### src/sflv_pkg.sv
`timescale 1ns / 1ps
// ----------------------------------------------------------------------------
// sflv_pkg
// Shared types and constants of the spatial filter log-variance feature block.
// ----------------------------------------------------------------------------
package sflv_pkg;

  localparam int unsigned CHANNELS_DEF   = 16;
  localparam int unsigned COMPONENTS_DEF = 8;

  localparam int unsigned CFG_IDX_W  = 2;
  localparam int unsigned CFG_DATA_W = 5;

  localparam int unsigned MUL_W  = 33;
  localparam int unsigned PROD_W = 2 * MUL_W;
  localparam int unsigned PROJ_W = 36;
  localparam int unsigned ENER_W = 64;
  localparam int unsigned SQ_W   = 55;
  localparam int unsigned STEP_W = 16;
  localparam int unsigned L2_W   = 27;
  localparam int unsigned MANT_W = 31;
  localparam int unsigned FEAT_W = 48;

  localparam logic [5:0] LOG_FRAC_TOP = 6'd19;
  localparam logic signed [MUL_W-1:0] LN2_Q30 = 33'sd744261118;

  typedef enum logic [CFG_IDX_W-1:0] {
    CFG_USE_LOG    = 2'd0,
    CFG_CHANNELS   = 2'd1,
    CFG_COMPONENTS = 2'd2
  } cfg_idx_e;

  typedef enum logic {
    OP_WEIGHT = 1'b0,
    OP_SAMPLE = 1'b1
  } op_e;

  typedef enum logic [4:0] {
    ST_IDLE,
    ST_MAC_RD,
    ST_MAC_MUL,
    ST_MAC_ACC,
    ST_SQ_HH,
    ST_SQ_HL,
    ST_SQ_LL,
    ST_SQ_ADD,
    ST_ENERGY,
    ST_FEAT,
    ST_DIV,
    ST_SEL,
    ST_NORM,
    ST_LOG_MUL,
    ST_LOG_UPD,
    ST_LN_MUL,
    ST_LN_RND,
    ST_OUT
  } state_e;

  typedef struct packed {
    op_e                opcode;
    logic [3:0]         channel;
    logic [2:0]         component;
    logic signed [15:0] value;
    logic               end_of_epoch;
  } in_t;

  typedef struct packed {
    logic [2:0]                component_index;
    logic signed [FEAT_W-1:0]  feature;
    logic                      last;
  } out_t;

endpackage

### src/sflv_mul.sv
`timescale 1ns / 1ps
// ----------------------------------------------------------------------------
// sflv_mul
// Shared signed multiplier with a registered product.
// ----------------------------------------------------------------------------
module sflv_mul (
  input  logic                                  clk_i,
  input  logic signed [sflv_pkg::MUL_W-1:0]     a_i,
  input  logic signed [sflv_pkg::MUL_W-1:0]     b_i,
  output logic signed [sflv_pkg::PROD_W-1:0]    p_o
);

  logic signed [sflv_pkg::PROD_W-1:0] p_q;

  always_ff @(posedge clk_i) begin
    p_q <= a_i * b_i;
  end

  assign p_o = p_q;

endmodule

### config.mk
export PLATFORM = sky130hd
export DESIGN_NAME = sflv_mul
export DESIGN_NICKNAME = d
export VERILOG_FILES = /design/src/sflv_pkg.sv /design/src/sflv_mul.sv
export SDC_FILE = /design/constraint.sdc
export NUM_CORES = 2
export LEC_CHECK = 0
export BUFFER_PORTS_ARGS = -buffer_cell sky130_fd_sc_hd__buf_2
export CELL_PAD_IN_SITES_DETAIL_PLACEMENT = 1
export CELL_PAD_IN_SITES_GLOBAL_PLACEMENT = 1
export CORE_UTILIZATION = 30
export CTS_BUF_LIST = sky130_fd_sc_hd__clkbuf_4
export DETAILED_ROUTE_END_ITERATION = 7
export PLACE_DENSITY_LB_ADDON = 0.1
export REMOVE_ABC_BUFFERS = 1
export SLEW_MARGIN = 40
export SYNTH_ARGS = -nofsm -noshare
export SYNTH_HDL_FRONTEND = slang
export SYNTH_SLANG_ARGS = --single-unit
### constraint.sdc
create_clock -name clk_i -period 27.6 [get_ports clk_i]
set_input_delay 5.52 -clock clk_i [delete_from_list [all_inputs] [get_ports clk_i]]
set_output_delay 5.52 -clock clk_i [all_outputs]
set_load 0.01 [all_outputs]
-- Yosys cells after proc, flatten, opt, wreduce, memory -nomap -nowiden
Index checks and enable logic that the tools add are counted.
- $mul: 1
- operator list (kind ; number):
    $mul A33 B33 Y66 ; 1
- input bits: 67
- output and inout bits: 66
- bits in registers: 66
- word-level logic and storage cells: 2

-- Longest topological paths before layout
- depth in word-level cells: 1
- mapped depth: 27
- mapped depth without buffers: 26

-- Worst setup path before layout
Ideal clock, no wire load.
- kind: input-to-reg
- start: input a_i[32] in the netlist's numbering
- end: register p_q (netlist bit p_o[62])
- arrival time: 12.677 ns
- setup time: 0.079 ns
- stages on the path: 23
- buffers on the path: 2
- path slack: 14.844 ns
- required time: 27.521 ns
- cell sequence: clkbuf_1 -> nand2_1 -> inv_1 -> fa_1 -> fa_1 -> fa_1 -> fa_1 -> fa_1 -> fa_1 -> fa_1 -> inv_1 -> fa_1 -> inv_1 -> ha_1 -> clkbuf_1 -> and3_1 -> nand3_1 -> nand2b_1 -> a2111oi_4 -> a211oi_4 -> a21o_2 -> a21o_1 -> a211oi_2
- word-level cells in the longest chain between the ends: 1
- ends and longest elaborated chain (what ; line ; source):
    start, declared ; sflv_mul.sv:8 ; input logic signed [sflv_pkg::MUL_W-1:0] a_i,
    $mul A33 B33 Y66 ; sflv_mul.sv:16 ; p_q <= a_i * b_i;
    end signal, assigned ; sflv_mul.sv:16 ;
    end, declared ; sflv_mul.sv:13 ; logic signed [sflv_pkg::PROD_W-1:0] p_q;
No other way between the ends.

-- Worst setup path in the final report
- start: input b_i[0] in the netlist's numbering
- end: register p_q (netlist bit p_o[58])
- word-level cells in the longest chain between the ends: 1
- ends and longest elaborated chain (what ; line ; source):
    start, declared ; sflv_mul.sv:9 ; input logic signed [sflv_pkg::MUL_W-1:0] b_i,
    $mul A33 B33 Y66 ; sflv_mul.sv:16 ;
No other way between the ends.

==> results.tsv <==
stage	metric	value	unit
logic_synthesis	yosysWarnings	0	
timing	final-setup-viol-count	0	
timing	slew-limit-headroom	0.404	
global_routing	global_route_wire_length_before_repair	205000	um
global_routing	number_of_antenna_violations_at_the_first_check_in_global_routing	12	
placed_design	placed_cells	6052	
timing	setup_repair_after_global_routing_missed_its_margin	no	
drt	post_drt_wl_per_cell	21.6	um
clocking	root_buffer	sky130_fd_sc_hd__clkbuf_4	
layout	final_design_area_no_fill	43400	um2
drt	viasPerCell	4.60	
die	die_width	370	um
clocking	post-cts-setup-buffer-count	0	
layout	synth_to_final_area_change	6.42	%
critical_path	timing.critical_path.required	28.18	ns
layout	finalNetCount	5727	
die	design.die.area	137000	um2
logic_synthesis	synth.ff_latch_count	66	
timing	final_max_slew_viol_count	0	
timing	tns	0	ns
clocking	post_cts_hold_buffer_count	0	
critical_path	critPathArrivalTime	13.57	ns
drt	antenna_violating_nets_post_route	0	
timing	layout_worst_path_cycle_share	0.471	
placed_design	place_hpwl	109000	um
drt	wire_length_on_met1	58600	um
drt	drcViolationCount	0	
critical_path	critPathKind	in -> reg	
logic_synthesis	synth.distinct_cells	80	
clocking	tritoncts	done	
logic_synthesis	avgSynthCellArea	9.39	um2
clocking	clk_pin_slew	0.15	ns
clocking	htree_num_levels	3	
run_status	outcome	complete, no violations	
layout	largest_register_ff_count	66	
drt	routed-via-count	27993	
timing	achievable-frequency	77.0	MHz
timing	final-hold-violation-count	0	
clocking	post_cts.resized_instances	0	
die	design.portCount	133	
logic_synthesis	syn_area	40700	um2
die	floorplan.die.height	370	um
timing	worst_slew_pin_slew	0.894	ns
placed_design	port-buffer-count	132	
global_routing	first_global_vias	32990	
min_path	min_path_type	in -> reg	
global_routing	track_usage	0.201	
drt	wl_met2	68900	um
drt	totalWireLength	131000	um
drt	detail_route.first_pass.iterations	5	
logic_synthesis	postSynth.asyncResetShare	0	
global_routing	grt_start_max_net_pins	34	
layout	leading_cell_type_in_the_layout_fill_and_taps_excluded	sky130_fd_sc_hd__fa_1	
global_routing	globalRoute.totalOverflow	0	
clocking	cts_max_path_buffers	2	
drt	first_iter_violations	1033	
placed_design	post_dp_cell_area	43100	um2
timing	final_period_minus_worst_setup_slack	12.99	ns
clocking	cts_buffers	9	
layout	final_cells	6081	
die	initial_util	0.304	
critical_path	timing.critical_path.to_type	flip-flop	
layout	layout_common_cells	1,144 x sky130_fd_sc_hd__fa_1, 1,131 x sky130_fd_sc_hd__inv_1, 562 x sky130_fd_sc_hd__and2_1, 551 x sky130_fd_sc_hd__nand2_1, 217 x sky130_fd_sc_hd__ha_1	
run	max_cap_violations	0	
critical_path	worstSetupStartpointType	input pin	
die	core_region_area	134000	um2
placed_design	gp_congestion	0.820	
logic_synthesis	synth_top_flop_cell	sky130_fd_sc_hd__dfxtp_1	
layout	drive_gt1_frac	0.0521	
critical_path	critical_path_peak_fanout	33	
logic_synthesis	synth-edff-count	0	
die	fp-row-count	134	
drt	dr.max_layer_used	met4	
logic_synthesis	syn_inst	4338	
drt	met3RoutedLength	2340	um
logic_synthesis	sequential_element_share_of_the_synthesized_area	0.0324	
clocking	tritoncts_num_sinks	66	
-- metrics by stage --
stage	hold slack (ns)	util	setup slack [ns]
floorplan	5.64	-	15.20
global placement	5.91	0.321	13.33
detailed placement	5.91	0.322	13.94
CTS	5.43	0.322	14.67
global route	5.51	0.323	14.20
finish	5.52	0.323	14.61
-- cell type report --
| class | count | area (um2) |
|---|---|---|
| sequential | 66 | 1320 |
| tap | 1768 | 2210 |
| fill | 15491 | 90800 |
| timing repair buffer | 170 | 1110 |
| multi-input combinational | 2920 | 34300 |
| clock inverter | 5 | 31.3 |
| clock buffer | 11 | 82.6 |
| antenna | 10 | 25.0 |
| inverter | 1131 | 4250 |
-- layer usage --
metal / global-route usage / up-vias
met5: 0 / -
met4: 0.0226 / 0
met3: 0.0128 / 78
met2: 0.367 / 267
met1: 0.266 / 15403
li1: - / 12245
-- cell families after synthesis --
group,synth area share
flops,0.0324
compound gates,0.0407
simple gates,0.158
buf+inv,0.125
xor+xnor,0.0146
fa+ha+maj,0.629
-- worst max-delay path, cell delays in order --
cell and delay, ns:
sky130_fd_sc_hd__buf_2 0.57, sky130_fd_sc_hd__nand2_1 0.22, sky130_fd_sc_hd__inv_1 0.18, sky130_fd_sc_hd__fa_1 0.50, sky130_fd_sc_hd__fa_1 0.63, sky130_fd_sc_hd__fa_1 0.43
sky130_fd_sc_hd__buf_4 0.21, sky130_fd_sc_hd__fa_2 0.92, sky130_fd_sc_hd__fa_1 0.55, sky130_fd_sc_hd__fa_1 0.51, sky130_fd_sc_hd__fa_1 0.49, sky130_fd_sc_hd__inv_1 0.05
sky130_fd_sc_hd__fa_1 0.47, sky130_fd_sc_hd__inv_1 0.04, sky130_fd_sc_hd__ha_1 0.46, sky130_fd_sc_hd__and3_1 0.21, sky130_fd_sc_hd__nand3_1 0.16, sky130_fd_sc_hd__nand2b_1 0.29
sky130_fd_sc_hd__a2111oi_4 0.36, sky130_fd_sc_hd__a211oi_4 0.12, sky130_fd_sc_hd__a21oi_2 0.27, sky130_fd_sc_hd__nor4b_2 0.08, sky130_fd_sc_hd__a311oi_1 0.29
-- cell usage after synthesis, types with 6 or more instances --
| library cell | instances | area share |
|---|---|---|
| sky130_fd_sc_hd__ha_1 | 217 | 0.067 |
| sky130_fd_sc_hd__a21oi_1 | 57 | 0.0070 |
| sky130_fd_sc_hd__inv_1 | 1131 | 0.10 |
| sky130_fd_sc_hd__buf_2 | 11 | 0.0014 |
| sky130_fd_sc_hd__a211oi_1 | 7 | 0.0013 |
| sky130_fd_sc_hd__fa_1 | 1145 | 0.56 |
| sky130_fd_sc_hd__o21a_1 | 6 | 0.0011 |
| sky130_fd_sc_hd__and2_1 | 562 | 0.086 |
| sky130_fd_sc_hd__o21ai_1 | 6 | 0.00074 |
| sky130_fd_sc_hd__nand2b_1 | 12 | 0.0018 |
| sky130_fd_sc_hd__o21ai_0 | 25 | 0.0031 |
| sky130_fd_sc_hd__nand3_1 | 25 | 0.0031 |
| sky130_fd_sc_hd__dfxtp_1 | 66 | 0.032 |
| sky130_fd_sc_hd__nand4_1 | 11 | 0.0017 |
| sky130_fd_sc_hd__xor2_1 | 25 | 0.0054 |
| sky130_fd_sc_hd__clkbuf_1 | 208 | 0.019 |
| sky130_fd_sc_hd__nor2_1 | 68 | 0.0063 |
| sky130_fd_sc_hd__nand2_1 | 551 | 0.051 |
| sky130_fd_sc_hd__o21bai_1 | 11 | 0.0020 |
| sky130_fd_sc_hd__a31oi_1 | 8 | 0.0012 |
| sky130_fd_sc_hd__xnor2_1 | 43 | 0.0092 |
| sky130_fd_sc_hd__a21o_1 | 36 | 0.0066 |
| sky130_fd_sc_hd__a211o_1 | 6 | 0.0013 |
| sky130_fd_sc_hd__nor3_1 | 7 | 0.00086 |
-- path summary, 6_finish.rpt --
check | slack [ns] | cells past startpoint | to | start
hold / removal | 5.52 | 2 | p_o[0] | b_i[0]
setup / recovery | 14.61 | 23 | p_o[58] | b_i[0]
Power is not shown: default switching activity piles up to over one toggle a cycle in this logic, so the estimate is an artifact.
